[config.mk]
export PLATFORM = sky130hd
export DESIGN_NAME = vrq_ctrl
export DESIGN_NICKNAME = d
export VERILOG_FILES = /design/src/hw/rtl/vrq_pkg.sv /design/src/hw/rtl/vrq_ctrl.sv
export SDC_FILE = /design/constraint.sdc
export NUM_CORES = 1
export LEC_CHECK = 0
export BUFFER_PORTS_ARGS = -buffer_cell sky130_fd_sc_hd__buf_4
export CAP_MARGIN = 10
export CORE_MARGIN = 5
export CORE_UTILIZATION = 63
export CTS_CLUSTER_DIAMETER = 60
export DETAILED_ROUTE_END_ITERATION = 6
export PLACE_DENSITY_LB_ADDON = 0.1
export SLEW_MARGIN = 0
export SYNTH_ARGS = -nofsm -noshare
export SYNTH_HDL_FRONTEND = slang
export SYNTH_SLANG_ARGS = --single-unit
[constraint.sdc]
create_clock -name clock -period 11.2 [get_ports clock]
set_clock_uncertainty 0.15 [all_clocks]
set_input_delay 1.12 -clock clock [delete_from_list [all_inputs] [get_ports clock]]
set_output_delay 1.12 -clock clock [all_outputs]
set_load 0.005 [all_outputs]
[src/hw/rtl/vrq_pkg.sv]
// Shared types and constants of the variable record ring queue.
`default_nettype none
package vrq_pkg;
   localparam int DEF_RING_WORDS = 512;
   localparam int OFF_W = 12;
   localparam int CAP_W = 13;
   localparam int WIDX_W = 9;
   localparam int WCNT_W = 10;
   localparam logic [CAP_W-1:0] HDR_BYTES = 13'd24;
   localparam logic [CAP_W-1:0] CAP_MIN = 13'd48;
   localparam int PAD_FLAG_BIT = 16;

   typedef enum logic [1:0] {
      CMD_PUSH_BEGIN = 2'd0,
      CMD_PUSH_DATA  = 2'd1,
      CMD_POP        = 2'd2,
      CMD_POP_DATA   = 2'd3
   } cmd_type;

   localparam logic [1:0] ST_OK = 2'd0;
   localparam logic [1:0] ST_NO_ROOM = 2'd1;
   localparam logic [1:0] ST_EMPTY = 2'd2;

   typedef struct packed {
      logic [1:0]  status;
      logic [15:0] out_type;
      logic [11:0] out_bytes;
      logic [63:0] out_word;
      logic        out_last;
   } result_type;
endpackage
`default_nettype wire

[src/hw/rtl/vrq_ctrl.sv]
// Sequencer that keeps the ring offsets and reads and writes the record memory.
`default_nettype none
module vrq_ctrl
   import vrq_pkg::*;
#(
   parameter int RING_WORDS = DEF_RING_WORDS
) (
   input  wire logic                          clock,
   input  wire logic                          reset,
   input  wire logic                          req_accept,
   input  wire logic [1:0]                    req_cmd,
   input  wire logic [15:0]                   req_msg_type,
   input  wire logic [11:0]                   req_byte_count,
   input  wire logic [63:0]                   req_data_word,
   input  wire logic                          csr_write,
   input  wire logic [CAP_W-1:0]              csr_data,
   output logic                               idle,
   output logic                               mem_wr_en,
   output logic [$clog2(RING_WORDS)-1:0]      mem_wr_addr,
   output logic [63:0]                        mem_wr_data,
   output logic                               mem_rd_en,
   output logic [$clog2(RING_WORDS)-1:0]      mem_rd_addr,
   input  wire logic [63:0]                   mem_rd_data,
   output logic                               post_valid,
   input  wire logic                          post_ready,
   output result_type                         post_result
);
   localparam int AW = $clog2(RING_WORDS);
   localparam int CAP_MAX_I = (RING_WORDS * 8 < 4096) ? RING_WORDS * 8 : 4096;
   localparam logic [CAP_W-1:0] CAP_MAX = CAP_W'(CAP_MAX_I);

   typedef enum logic [3:0] {
      S_IDLE, S_BEGIN_CHK, S_BEGIN_PAD, S_BEGIN_HDR, S_DATA,
      S_POPD, S_POPD_CAP, S_POP, S_SCAN, S_EVAL, S_POST
   } state_type;

   state_type state_ff, state_in;
   logic [CAP_W-1:0] cap_ff, cap_in;
   logic [OFF_W-1:0] head_ff, head_in, tail_ff, tail_in, commit_ff, commit_in;
   logic [CAP_W-1:0] fill_ff, fill_in;
   logic [WIDX_W-1:0] wptr_ff, wptr_in, rptr_ff, rptr_in;
   logic [WCNT_W-1:0] wleft_ff, wleft_in, rleft_ff, rleft_in;
   logic [CAP_W-1:0] rd_len_ff, rd_len_in;
   logic [15:0] type_ff, type_in;
   logic [11:0] size_ff, size_in;
   logic [63:0] word_ff, word_in;
   logic [CAP_W:0] reserve_ff, reserve_in;
   logic [OFF_W-1:0] msg_ff, msg_in;
   result_type res_ff, res_in;

   logic drop_en;
   logic [CAP_W-1:0] drop_len;
   logic [CAP_W-1:0] needed, remaining, head_room, clamp_v, rec_len;
   logic [CAP_W:0] reserve_c;
   logic [CAP_W+1:0] fill_sum, tail_sum, head_sum;
   logic [WCNT_W-1:0] new_wleft;
   logic [OFF_W-1:0] new_tail;
   logic committed_zero;

   function automatic logic [WIDX_W-1:0] next3(input logic [WIDX_W-1:0] w,
                                               input logic [CAP_W-1:0] cap);
      logic [WCNT_W-1:0] s;
      s = {1'b0, w} + WCNT_W'(3);
      if (s >= cap[CAP_W-1:3]) begin
         s = s - cap[CAP_W-1:3];
      end
      return s[WIDX_W-1:0];
   endfunction

   function automatic logic [WIDX_W-1:0] next1(input logic [WIDX_W-1:0] w,
                                               input logic [CAP_W-1:0] cap);
      logic [WCNT_W-1:0] s;
      s = {1'b0, w} + WCNT_W'(1);
      if (s >= cap[CAP_W-1:3]) begin
         s = '0;
      end
      return s[WIDX_W-1:0];
   endfunction

   always_comb begin
      needed = (HDR_BYTES + CAP_W'(size_ff) + CAP_W'(7)) & ~CAP_W'(7);
      remaining = cap_ff - CAP_W'(tail_ff);
      head_room = cap_ff - CAP_W'(head_ff);
      rec_len = (HDR_BYTES + CAP_W'(mem_rd_data[43:32]) + CAP_W'(7)) & ~CAP_W'(7);
      reserve_c = (remaining < needed) ? {1'b0, needed} + {1'b0, remaining}
                                       : {1'b0, needed};
      fill_sum = {2'b0, fill_ff} + {1'b0, reserve_c};
      tail_sum = {3'b0, tail_ff} + {1'b0, reserve_ff};
      new_tail = (tail_sum >= {2'b0, cap_ff}) ? OFF_W'(tail_sum - {2'b0, cap_ff})
                                              : OFF_W'(tail_sum);
      new_wleft = WCNT_W'((CAP_W'(size_ff) + CAP_W'(7)) >> 3);
      committed_zero = (wleft_ff == '0) ? (fill_ff == '0) : (commit_ff == head_ff);
      clamp_v = csr_data & 13'h1FF8;
      if (clamp_v < CAP_MIN) begin
         clamp_v = CAP_MIN;
      end
      if (clamp_v > CAP_MAX) begin
         clamp_v = CAP_MAX;
      end
   end

   always_comb begin
      state_in = state_ff;
      cap_in = cap_ff;
      head_in = head_ff;
      tail_in = tail_ff;
      commit_in = commit_ff;
      fill_in = fill_ff;
      wptr_in = wptr_ff;
      rptr_in = rptr_ff;
      wleft_in = wleft_ff;
      rleft_in = rleft_ff;
      rd_len_in = rd_len_ff;
      type_in = type_ff;
      size_in = size_ff;
      word_in = word_ff;
      reserve_in = reserve_ff;
      msg_in = msg_ff;
      res_in = res_ff;
      drop_en = 1'b0;
      drop_len = '0;
      mem_wr_en = 1'b0;
      mem_wr_addr = '0;
      mem_wr_data = '0;
      mem_rd_en = 1'b0;
      mem_rd_addr = '0;
      head_sum = '0;

      unique case (state_ff)
         S_IDLE: begin
            if (csr_write) begin
               cap_in = clamp_v;
               head_in = '0;
               tail_in = '0;
               commit_in = '0;
               fill_in = '0;
               wptr_in = '0;
               rptr_in = '0;
               wleft_in = '0;
               rleft_in = '0;
            end else if (req_accept) begin
               type_in = req_msg_type;
               size_in = req_byte_count;
               word_in = req_data_word;
               res_in = '0;
               unique case (cmd_type'(req_cmd))
                  CMD_PUSH_BEGIN: state_in = S_BEGIN_CHK;
                  CMD_PUSH_DATA: state_in = S_DATA;
                  CMD_POP: state_in = S_POP;
                  CMD_POP_DATA: state_in = S_POPD;
                  default: state_in = S_IDLE;
               endcase
            end
         end
         S_BEGIN_CHK: begin
            if (wleft_ff != '0 || needed >= cap_ff ||
                fill_sum > {2'b0, cap_ff}) begin
               res_in.status = ST_NO_ROOM;
               state_in = S_POST;
            end else begin
               reserve_in = reserve_c;
               msg_in = (remaining < needed) ? '0 : tail_ff;
               state_in = ((remaining >= HDR_BYTES) && (remaining < needed)) ?
                          S_BEGIN_PAD : S_BEGIN_HDR;
            end
         end
         S_BEGIN_PAD: begin
            mem_wr_en = 1'b1;
            mem_wr_addr = AW'(tail_ff[OFF_W-1:3]);
            mem_wr_data = 64'd1 << PAD_FLAG_BIT;
            state_in = S_BEGIN_HDR;
         end
         S_BEGIN_HDR: begin
            mem_wr_en = 1'b1;
            mem_wr_addr = AW'(msg_ff[OFF_W-1:3]);
            mem_wr_data = {20'd0, size_ff, 16'd0, type_ff};
            wptr_in = next3(msg_ff[OFF_W-1:3], cap_ff);
            wleft_in = new_wleft;
            tail_in = new_tail;
            fill_in = fill_ff + reserve_ff[CAP_W-1:0];
            commit_in = (new_wleft == '0) ? new_tail : msg_ff;
            state_in = S_POST;
         end
         S_DATA: begin
            if (wleft_ff == '0) begin
               res_in.status = ST_EMPTY;
            end else begin
               mem_wr_en = 1'b1;
               mem_wr_addr = AW'(wptr_ff);
               mem_wr_data = word_ff;
               wptr_in = next1(wptr_ff, cap_ff);
               wleft_in = wleft_ff - WCNT_W'(1);
               if (wleft_ff == WCNT_W'(1)) begin
                  commit_in = tail_ff;
               end
            end
            state_in = S_POST;
         end
         S_POPD: begin
            if (rleft_ff == '0) begin
               res_in.status = ST_EMPTY;
               state_in = S_POST;
            end else begin
               mem_rd_en = 1'b1;
               mem_rd_addr = AW'(rptr_ff);
               rptr_in = next1(rptr_ff, cap_ff);
               rleft_in = rleft_ff - WCNT_W'(1);
               if (rleft_ff == WCNT_W'(1)) begin
                  res_in.out_last = 1'b1;
                  drop_en = 1'b1;
                  drop_len = rd_len_ff;
               end
               state_in = S_POPD_CAP;
            end
         end
         S_POPD_CAP: begin
            res_in.out_word = mem_rd_data;
            state_in = S_POST;
         end
         S_POP: begin
            if (rleft_ff != '0) begin
               drop_en = 1'b1;
               drop_len = rd_len_ff;
               rleft_in = '0;
            end
            state_in = S_SCAN;
         end
         S_SCAN: begin
            if (committed_zero) begin
               res_in.status = ST_EMPTY;
               state_in = S_POST;
            end else if (head_room < HDR_BYTES) begin
               drop_en = 1'b1;
               drop_len = head_room;
            end else begin
               mem_rd_en = 1'b1;
               mem_rd_addr = AW'(head_ff[OFF_W-1:3]);
               state_in = S_EVAL;
            end
         end
         S_EVAL: begin
            if (mem_rd_data[PAD_FLAG_BIT]) begin
               drop_en = 1'b1;
               drop_len = head_room;
               state_in = S_SCAN;
            end else if (mem_rd_data[15:0] != type_ff) begin
               drop_en = 1'b1;
               drop_len = rec_len;
               state_in = S_SCAN;
            end else begin
               res_in.out_type = mem_rd_data[15:0];
               res_in.out_bytes = mem_rd_data[43:32];
               if (mem_rd_data[43:32] == '0) begin
                  drop_en = 1'b1;
                  drop_len = rec_len;
               end else begin
                  rptr_in = next3(head_ff[OFF_W-1:3], cap_ff);
                  rleft_in = WCNT_W'((rec_len - HDR_BYTES) >> 3);
                  rd_len_in = rec_len;
               end
               state_in = S_POST;
            end
         end
         S_POST: begin
            if (post_ready) begin
               state_in = S_IDLE;
            end
         end
         default: state_in = S_IDLE;
      endcase

      if (drop_en) begin
         head_sum = {3'b0, head_ff} + {2'b0, drop_len};
         head_in = (head_sum >= {2'b0, cap_ff}) ? OFF_W'(head_sum - {2'b0, cap_ff})
                                                : OFF_W'(head_sum);
         fill_in = (fill_ff >= drop_len) ? fill_ff - drop_len : '0;
      end
   end

   always_ff @(posedge clock) begin
      if (reset) begin
         state_ff <= S_IDLE;
         cap_ff <= CAP_MAX;
         head_ff <= '0;
         tail_ff <= '0;
         commit_ff <= '0;
         fill_ff <= '0;
         wptr_ff <= '0;
         rptr_ff <= '0;
         wleft_ff <= '0;
         rleft_ff <= '0;
      end else begin
         state_ff <= state_in;
         cap_ff <= cap_in;
         head_ff <= head_in;
         tail_ff <= tail_in;
         commit_ff <= commit_in;
         fill_ff <= fill_in;
         wptr_ff <= wptr_in;
         rptr_ff <= rptr_in;
         wleft_ff <= wleft_in;
         rleft_ff <= rleft_in;
      end
      rd_len_ff <= rd_len_in;
      type_ff <= type_in;
      size_ff <= size_in;
      word_ff <= word_in;
      reserve_ff <= reserve_in;
      msg_ff <= msg_in;
      res_ff <= res_in;
   end

   assign idle = (state_ff == S_IDLE);
   assign post_valid = (state_ff == S_POST);
   assign post_result = res_ff;
endmodule
`default_nettype wire

==> summary.md, run 1 <==
| Metric | Value |
|---|---|
| CTS H-tree lvls | 2 |
| Min-Delay Endpoint | rleft_ff[9] |
| Average wire per standard cell | around 23 um |
| Critical Path Max Stage Delay | ~430 ps |
| CP startpoint kind | flop |
| WL final | approximately 70 mm |
| Layout cells sized above 1 | 18.67% |
| Max clock buf depth | 3 |
| Mapped Nets | about 2700 |
| Ant diodes | 0 |
| Worst Hold Class | flop to flop |
| Setup violators final | 0 |
| CTS buffer count | between 40 and 50 |
| Placed Cells | approximately 3000 |
| Clk sinks | 324 |
| Final GP Congestion | 0.9595 |
| Sequential Power Share | between 20 and 30% |
| Antenna-violating nets left | 0 |
| Hold Buf Count CTS | 0 |
| Top post-synthesis cells by area | edfxtp_1 31%, ha_1 11%, dfxtp_1 9.2%, xnor2_1 5.5%, a21oi_1 3.4% |
| Placeable Area | around 34000 sq um |
| Post-Syn Instances | 2288 |
| Fillers | 2363 |
| Via density | around 6.4 |
| Largest net degree at the start of global routing | slightly above 90 |
| Post-CTS sizing | 0 |
| Most Frequent Cell on Critical Path | ha_1 |
| Crit. End Element | flop |
| Critical path type | flop to flop |
| Global-route wire length before repair | approximately 110 mm |
| Syn_area_per_cell | 9.575 sq um |
| Initial core utilization | a little under two thirds |
| Post-CTS setup buffer count | 0 |
| Clock Tree Root | clkbuf_16 |
| Cell family with most CP delay | compound AO/OA/AOI/OAI gates |
| Power Dens Cells | ~240 nW/um^2 |
| Gr usage total | 35.02% |
| Vias | a little under 20000 |
| NetSw | roughly 2600 uW |
| Row count | 68 |
| Max Slew Vio Count | 0 |
| Die X | between 150 and 200 um |
| Reg2Reg Setup Slack | ~3200 ps |
| Num ports | 357 |
| Crit-path slowest cell | dfxtp_1 |
| Internal Dissipation | 3737 uW |
| Setup TNS Final | 0 ps |
| Antenna violations before repair | 0 |
| Area growth syn-to-layout | 20.09% |
| Latest clock arrival within the worst-skew pair | between 500 and 600 ps |
| CTS tree | done |
| DRT Pass-1 Iters | 6 |
| Vias in the first global route | ~19000 |
| Die Ht | ~200 um |
| Mapped Area | about 22000 sq um |
| Clk pwr share | a little over a fifth |
| DP Wirelength | around 53 mm |
| R2R Path End | msg_ff[9] |
| DRC viols | 0 |
| Final worst path period share | 71.24% |
| I/O Buffers | 353 |
| Final Util | 76.35% |
| R2R cell count | 33 |
| FF-to-FF Start | tail_ff[3] |
| Top_reg_cell synth | edfxtp_1 |
| Comb pwr share | between 50% and 60% |
| FFs w/ async S/R, synth | 0% |
| Static leakage | about 0.011 uW |
| Yosys top cell area share | a little under a third |
| Yosys top cell by area | edfxtp_1 |
| Worst Path Required | around 11000 ps |
| Max FO, Critical Path | 26 |
| Seq cells post-synth | ~320 |
| Status | finished, final reports clean |
| Post-synth cell types | 87 |
| 1st-iter DRT viols | between 2000 and 2500 |
| Final std cells w/o fill | roughly 3100 |
| Worst path bufs/invs | 5 |
| Crit path time final | 7979 ps |
| Peak Freq | approximately 0.13 GHz |
| Total grt overflow | 0 |
| VDD IR max | 175.4 uV |
| Fin area | between 20000 and 30000 sq um |
| Final WS setup | 3221 ps |
| Max_cap viols | 0 |
| Hold Crit Depth | 2 |
| Number of flops mapped to enable cells by yosys | ~220 |
| CTS clk-pin slew, worst paths | roughly 60 ps |
| Switching Share | between 40 and 50% |
| Pre-CTS setup slack | between 3000 and 4000 ps |
| Min-delay src | rleft_ff[9] |
| Layout Nets | 2989 |
| Post-DP Area | roughly 25000 sq um |
| Seq/Total Area, Yosys | between 30% and 40% |
| RSZ-0062 raised after global routing | false |
| Synth Warn # | 0 |
| WP data arrival | about 8000 ps |
| Die Area | slightly below 40000 sq um |
| Rel. slew slack | between 10% and 20% |
| Count of final hold-check violations | 0 |
| Worst Max-Slew Pin Slew | between 1000 and 1500 ps |
## registers in the layout, indices dropped and copies added, names as in the netlist, 13 cells and up
| signal | cells |
|---|---|
| fill_ff | 13 |
| post_result | 95 |
| reserve_ff | 14 |
| type_ff | 16 |
| word_ff | 64 |
## placed cells by master (no fill, tap or decap), types with 36 or more instances in the layout
cell         n
buf_4      374
edfxtp_1   223
ha_1       194
nor2_1     191
a21oi_1    148
xnor2_1    137
nand2_1    124
o21ai_0    119
inv_1      109
and2_1     103
dfxtp_1    101
nor3_1      65
xor2_1      52
and3_1      49
clkbuf_16   41
nand3_1     40
a22o_1      37
a21o_1      36
## layer usage
metal / vias to the layer above / track usage (%) / part of all wire [%]
met5: - / 0 / 0
li1: 9063 / - / -
met4: 0 / 17.64 / 5.8
met2: 1062 / 57.56 / 47
met1: 9415 / 44.73 / 37
met3: 255 / 6.291 / 9.5
## how the worst max path moves through the flow
stage / slack (ps) / end / startpoint / depth (start not counted)
after floorplan: 3630 / post_result[93] / size_ff[3] / 31
after global placement: 3600 / msg_ff[3] / tail_ff[3] / 33
after detailed placement: 3500 / msg_ff[5] / tail_ff[3] / 33
after CTS: 3420 / reserve_ff[13] / tail_ff[3] / 33
after global routing: 2710 / msg_ff[8] / tail_ff[3] / 33
final: 3220 / msg_ff[9] / tail_ff[3] / 33
## worst reg2reg max path: cells and delay by family, from the launching register on
kind / cells / cell delay [ps]
fa+ha+maj: 4 / 1290
xor+xnor: 2 / 500
compound gates: 12 / 2410
flops: 1 / 430
simple gates: 10 / 1670
buf+inv: 5 / 1160
## power groups by stage
stage                     Sequential (uW)  Combinational (uW)  Clock [uW]
after detailed placement             1830                3070           0
after CTS                            1810                3110        1340
after floorplan                      1770                2160           0
after global routing                 1840                3480        1400
after global placement               1820                2980           0
final                                1820                3160        1340
## kinds of logic after synthesis
kind of cell               after synthesis  share of synthesized area [%]
DFF                                    324                          39.80
adders and majority gates              204                          11.99
xor gates and xnor gates               190                          7.630
AOI/OAI and AO/OA                      573                          17.47
and+or+nand+nor                        758                          17.90
buffers and inverters                  208                          3.730
muxes                                   31                          1.479
## synthesized netlist by cell type, drive strengths merged (20+ instances only)
library cell,instances
edfxtp,223
nor2,195
ha,194
a21oi,149
xnor2,138
o21ai,129
nand2,125
inv,111
and2,103
dfxtp,101
clkbuf,80
nor3,66
xor2,52
and3,49
nand3,40
a22o,37
a21o,36
nor2b,33
a22oi,29
nand2b,27
a211oi,26
nand4,26
o21a,22
or3,22
nor4,21
mux2i,20
## area by class of cell
class                           count  area (sq um)  share of cell area, %
Clock buffer                       54          1115                  4.238
Multi-Input combinational cell   1756         12420                  47.21
Timing Repair Buffer              375          2823                  10.73
Sequential cell                   324          8718                  33.14
Clock inverter                     20         245.2                 0.9322
Inverter                          111         417.9                  1.589
Tap cell                          455         569.3                  2.164
## metrics by stage
step	hold slack (ps)	power, uW
global placement	302.4	4801
detailed placement	314.0	4906
finish	320.9	6319
CTS	318.3	6262
global route	347.8	6720
floorplan	293.4	3925
No activity file was read; power rests on OpenSTA's default activity.
==> run 2, diff against run 1 <==
Settings changed: CORE_UTILIZATION 63 to 52.
Clock period 11.2 ns to 6.6 ns, I/O delays scaled along.
==> summary.md, run 2 (synthesis gave the netlist of run 1 again) <==
| Metric | Value |
|---|---|
| Status | finished, final reports clean |
| I/O Buffers | about 350 |
| Peak Freq | between 0.15 and 0.2 GHz |
| Latest clock arrival within the worst-skew pair | 570 ps |
| Power Dens Cells | between 400 and 500 nW/um^2 |
| WP data arrival | 6660 ps |
| Commonest non-fill, non-tap cell in the layout | buf_4 |
| Reg2Reg Setup Slack | about 60 ps |
| CTS clk-pin slew, worst paths | roughly 60 ps |
| R2R Path End | reserve_ff[13] |
| VDD IR max | between 300 and 400 uV |
| DRT Pass-1 Iters | 7 |
| DP Wirelength | roughly 56 mm |
| Worst Path Required | roughly 6700 ps |
| Setup violators final | 0 |
| Crit. End Element | flop |
| Average wire per standard cell | 22.59 um |
| Final Util | between 60% and 70% |
| Ant diodes | 0 |
| Crit-path slowest cell | o41ai_4 |
| Final GP Congestion | around 0.95 |
| CTS H-tree lvls | 2 |
| Die Ht | ~220 um |
| Clk sinks | ~320 |
| Hold Buf Count CTS | 0 |
| Crit path time final | 6540 ps |
| Static leakage | between 0.01 and 0.015 uW |
| 1st-iter DRT viols | between 1500 and 2000 |
| CP startpoint kind | flop |
| Final worst path period share | between 90% and 100% |
| Critical Path Max Stage Delay | about 450 ps |
| Antenna violations before repair | 1 |
| RSZ-0062 raised after global routing | true |
| Vias in the first global route | a little under 20000 |
| Layout cells sized above 1 | between 20% and 30% |
| Max reg flops | between 90 and 100 |
| Rel. slew slack | between 10% and 20% |
| CTS buffer count | 41 |
| Gr usage total | a little under a third |
| Worst Max-Slew Pin Slew | ~1300 ps |
| Clock Tree Root | clkbuf_16 |
| R2R cell count | 32 |
| Num ports | 357 |
| Placeable Area | ~42000 sq um |
| Most frequent cells in the layout | 498 x buf_4, 223 x edfxtp_1, 187 x nor2_1 |
| Pwr Total | between 10000 and 15000 uW |
| Critical path type | flop to flop |
| Critical path origin | cap_ff[4] |
| Initial core utilization | 52.34% |
| DRC viols | 0 |
| WL final | 74.85 mm |
| Worst Hold Class | primary input to flop |
| Max_cap viols | 0 |
| Via density | between 6 and 7 |
| FF-to-FF Start | cap_ff[4] |
| Fin area | ~28000 sq um |
| Layout Nets | 3122 |
| Max Slew Vio Count | 0 |
| Largest net degree at the start of global routing | 92 |
| Count of final hold-check violations | 0 |
| Row count | between 70 and 80 |
| CTS tree | done |
| Critical path capture point | reserve_ff[13] |
| Max clock buf depth | 3 |
| Post-DP Area | roughly 26000 sq um |
| Max FO, Critical Path | 7 |
| Vias | 19950 |
| Die X | around 220 um |
| Area growth syn-to-layout | 27.60% |
| Global-route wire length before repair | 111.9 mm |
| Total grt overflow | 0 |
| Antenna-violating nets left | 0 |
| Die Area | between 40000 and 50000 sq um |
-- run 2: cell count changes in the layout (fill, tap and decap cells not counted), sizes merged --
cell / delta
inv: +2
buf: +131
clkinvlp: -1
o41ai: +1
clkbuf: +3
clkinv: -1
-- run 2: worst min-delay path by stage --
| stage | endpoint | depth (start not counted) | start | slack (ps) |
|---|---|---|---|---|
| floorplan | rleft_ff[5] | 2 | rleft_ff[5] | 290 |
| global placement | rleft_ff[9] | 2 | rleft_ff[9] | 310 |
| detailed placement | wleft_ff[5] | 2 | wleft_ff[5] | 320 |
| CTS | word_ff[6] | 1 | req_data_word[6] | 110 |
| global route | word_ff[63] | 1 | req_data_word[63] | 100 |
| finish | word_ff[6] | 1 | req_data_word[6] | 120 |
-- run 2: layout make-up --
| cell class | instances | area, sq um |
|---|---|---|
| Fill cell | 3365 | 13900 |
| Multi-Input combinational cell | 1757 | 12880 |
| Sequential cell | 324 | 8726 |
| Timing Repair Buffer | 507 | 3891 |
| Clock buffer | 56 | 1135 |
| Tap cell | 539 | 674.4 |
| Inverter | 111 | 417.9 |
| Clock inverter | 20 | 226.5 |
-- run 2: timing repair --
action                                  CTS  global route
endpoints found under the setup margin   31            39
buffers inserted                          4            15
pin swaps                                10            55
resized for setup                        23            72
cloned                                    1             2
-- run 2: worst max-delay path, delay by kind of cell (launching register included) --
kind,cells,cell delay [ps]
XOR/XNOR,2,260
adder cells (fa/ha/maj),4,1160
buffers and inverters,7,1040
AO/OA/AOI/OAI,9,1920
AND/OR/NAND/NOR,10,1270
flip-flops,1,420
-- run 2: where the power goes --
group	internal (uW)	switching, uW
sequential	2740	333
clock	1370	924
combinational	2770	3480
total	6890	4730
-- run 2: through the flow --
stage	setup TNS (ps)	cells	hold WS, ps	worst slack [ps]
after detailed placement	-2826	3217	317.3	-104.5
after floorplan	0	2288	293.4	8.943
after global placement	-542.5	3217	306.3	-28.11
after global routing	-7149	3314	99.27	-261.4
final	0	3314	123.6	60.25
after CTS	0	3298	108.4	13.55
-- run 2: per-layer routing --
metal	track usage, %	up-vias	wire length (um)
met4	11.82	0	3206
li1	-	9330	-
met2	51.17	897	35970
met1	39.63	9545	30080
met3	5.629	177	5594
met5	0	-	0
==> run 3, diff against run 2 <==
Settings changed: RECOVER_POWER from default to 100, SKIP_CTS_REPAIR_TIMING from default to 1.
==> summary.md, run 3 (synthesis gave the netlist of run 1 again) <==
| Metric | Value |
|---|---|
| Worst Path Required | 6740 ps |
| Vias in the first global route | roughly 19000 |
| Initial core utilization | 52.34% |
| Max FO, Critical Path | 6 |
| Crit path time final | between 6000 and 7000 ps |
| Clk sinks | ~320 |
| Total grt overflow | 0 |
| RSZ-0062 raised after global routing | true |
| Sequential Power Share | a little over a quarter |
| 1st-iter DRT viols | approximately 1700 |
| NetSw | roughly 4800 uW |
| Final worst path period share | between 90% and 100% |
| Max_cap viols | 4 |
| CTS clk-pin slew, worst paths | about 60 ps |
| VDD IR max | ~320 uV |
| Fin area | approximately 28000 sq um |
| Worst Max-Slew Pin Slew | approximately 3300 ps |
| Placed Cells | between 3000 and 4000 |
| Worst path bufs/invs | 9 |
| Critical Path Max Stage Delay | 510 ps |
| WL final | about 75 mm |
| Global-route wire length before repair | between 100 and 150 mm |
| DRT Pass-1 Iters | 7 |
| DRC viols | 0 |
| Die X | roughly 220 um |
| Fillers | 3386 |
| Worst Hold Class | primary input to flop |
| Min-delay src | req_data_word[6] |
| Die Ht | roughly 220 um |
| Rel. slew slack | -122.0% |
| Max Slew Vio Count | roughly 230 |
| Antenna-violating nets left | 0 |
| Status | finished, violations left |
| Area growth syn-to-layout | 27.12% |
| Latest clock arrival within the worst-skew pair | approximately 570 ps |
| Critical path origin | cap_ff[9] |
| Clk pwr share | roughly a fifth |
| Crit. End Element | flop |
| Antenna violations before repair | 2 |
| Most frequent cells in the layout | 300 x buf_4, 223 x edfxtp_1, 187 x nor2_1 |
| Die Area | 46330 sq um |
| Max clock buf depth | 3 |
| Count of final hold-check violations | 0 |
| Row count | between 70 and 80 |
| R2R cell count | 33 |
| DP Wirelength | around 56 mm |
| Hold Crit Depth | 1 |
| Num ports | approximately 360 |
| Most Frequent Cell on Critical Path | buf_6 |
| Comb pwr share | 53.9% |
| Cell family with most CP delay | compound AO/OA/AOI/OAI gates |
| Average wire per standard cell | between 20 and 25 um |
| CTS buffer count | slightly above 40 |
| Placeable Area | between 40000 and 50000 sq um |
| Violated checks | max-capacitance violations, max-slew violations |
| Power Dens Cells | 418.2 nW/um^2 |
| Layout Nets | between 3000 and 4000 |
| I/O Buffers | 353 |
| Gr usage total | 30.41% |
| Internal Dissipation | about 7000 uW |
| Final std cells w/o fill | 3321 |
| Peak Freq | between 0.15 and 0.2 GHz |
| WP data arrival | 6670 ps |
| CTS H-tree lvls | 2 |
| Crit-path slowest cell | dfxtp_1 |
| Layout cells sized above 1 | 23.59% |
| Setup violators final | 0 |
| Stages on worst setup path | 33 |
| FF-to-FF Start | cap_ff[9] |
| Vias | between 15000 and 20000 |
| Clock Tree Root | clkbuf_16 |
| Final GP Congestion | between 0.9 and 1 |
| Static leakage | 0.01163 uW |
| Critical path type | flop to flop |
| Via density | 6.008 |
| Post-DP Area | about 26000 sq um |
| CTS tree | done |
| CP startpoint kind | flop |
| Largest net degree at the start of global routing | 92 |
| Commonest non-fill, non-tap cell in the layout | buf_4 |
| Max reg flops | between 90 and 100 |
| Switching Share | around 41% |
## run 3: layout make-up
class	count	area [sq um]	share of cell area [%]
Sequential cell	324	8725	31.33
Antenna cell	1	2.502	0.008986
Tap cell	539	674.4	2.422
Multi-Input combinational cell	1757	12920	46.41
Timing Repair Buffer	513	3744	13.44
Inverter	111	417.9	1.501
Clock inverter	20	226.5	0.8132
Clock buffer	56	1135	4.075
## run 3: worst paths after layout
path	end	slack (ps)
worst max register to register	msg_ff[7]	70
worst min register to register	rleft_ff[5]	330
worst min-delay path	word_ff[6]	150
worst max-delay path	msg_ff[7]	70
## run 3: layer usage
| layer | GRT usage [%] | wire, um | part of all wire, % |
|---|---|---|---|
| met2 | 50.66 | 36050 | 48 |
| met1 | 39.46 | 29970 | 40 |
| met4 | 11.69 | 3170 | 4.2 |
| met3 | 5.728 | 5875 | 7.8 |
| met5 | 0 | 0 | 0 |
## run 3: per-stage QoR
step	hold WS, ps	util, %	setup slack [ps]	total power [uW]	TNS, ps
after floorplan	293.4	-	8.943	6693	0
after global placement	306.3	61.98	-28.11	8673	-542.5
after detailed placement	317.3	61.98	-104.5	8807	-2826
after CTS	108.4	65.23	-173.7	11130	-4708
after global routing	122.0	66.54	-228.4	12350	-5421
final	145.6	66.54	70.53	11650	0
## run 3: power by group through the flow
stage,Combinational [uW],Sequential [uW],Clock (uW)
floorplan,3690,3000,0
global placement,5590,3080,0
detailed placement,5710,3100,0
CTS,5760,3060,2310
global route,6820,3120,2420
finish,6270,3080,2290
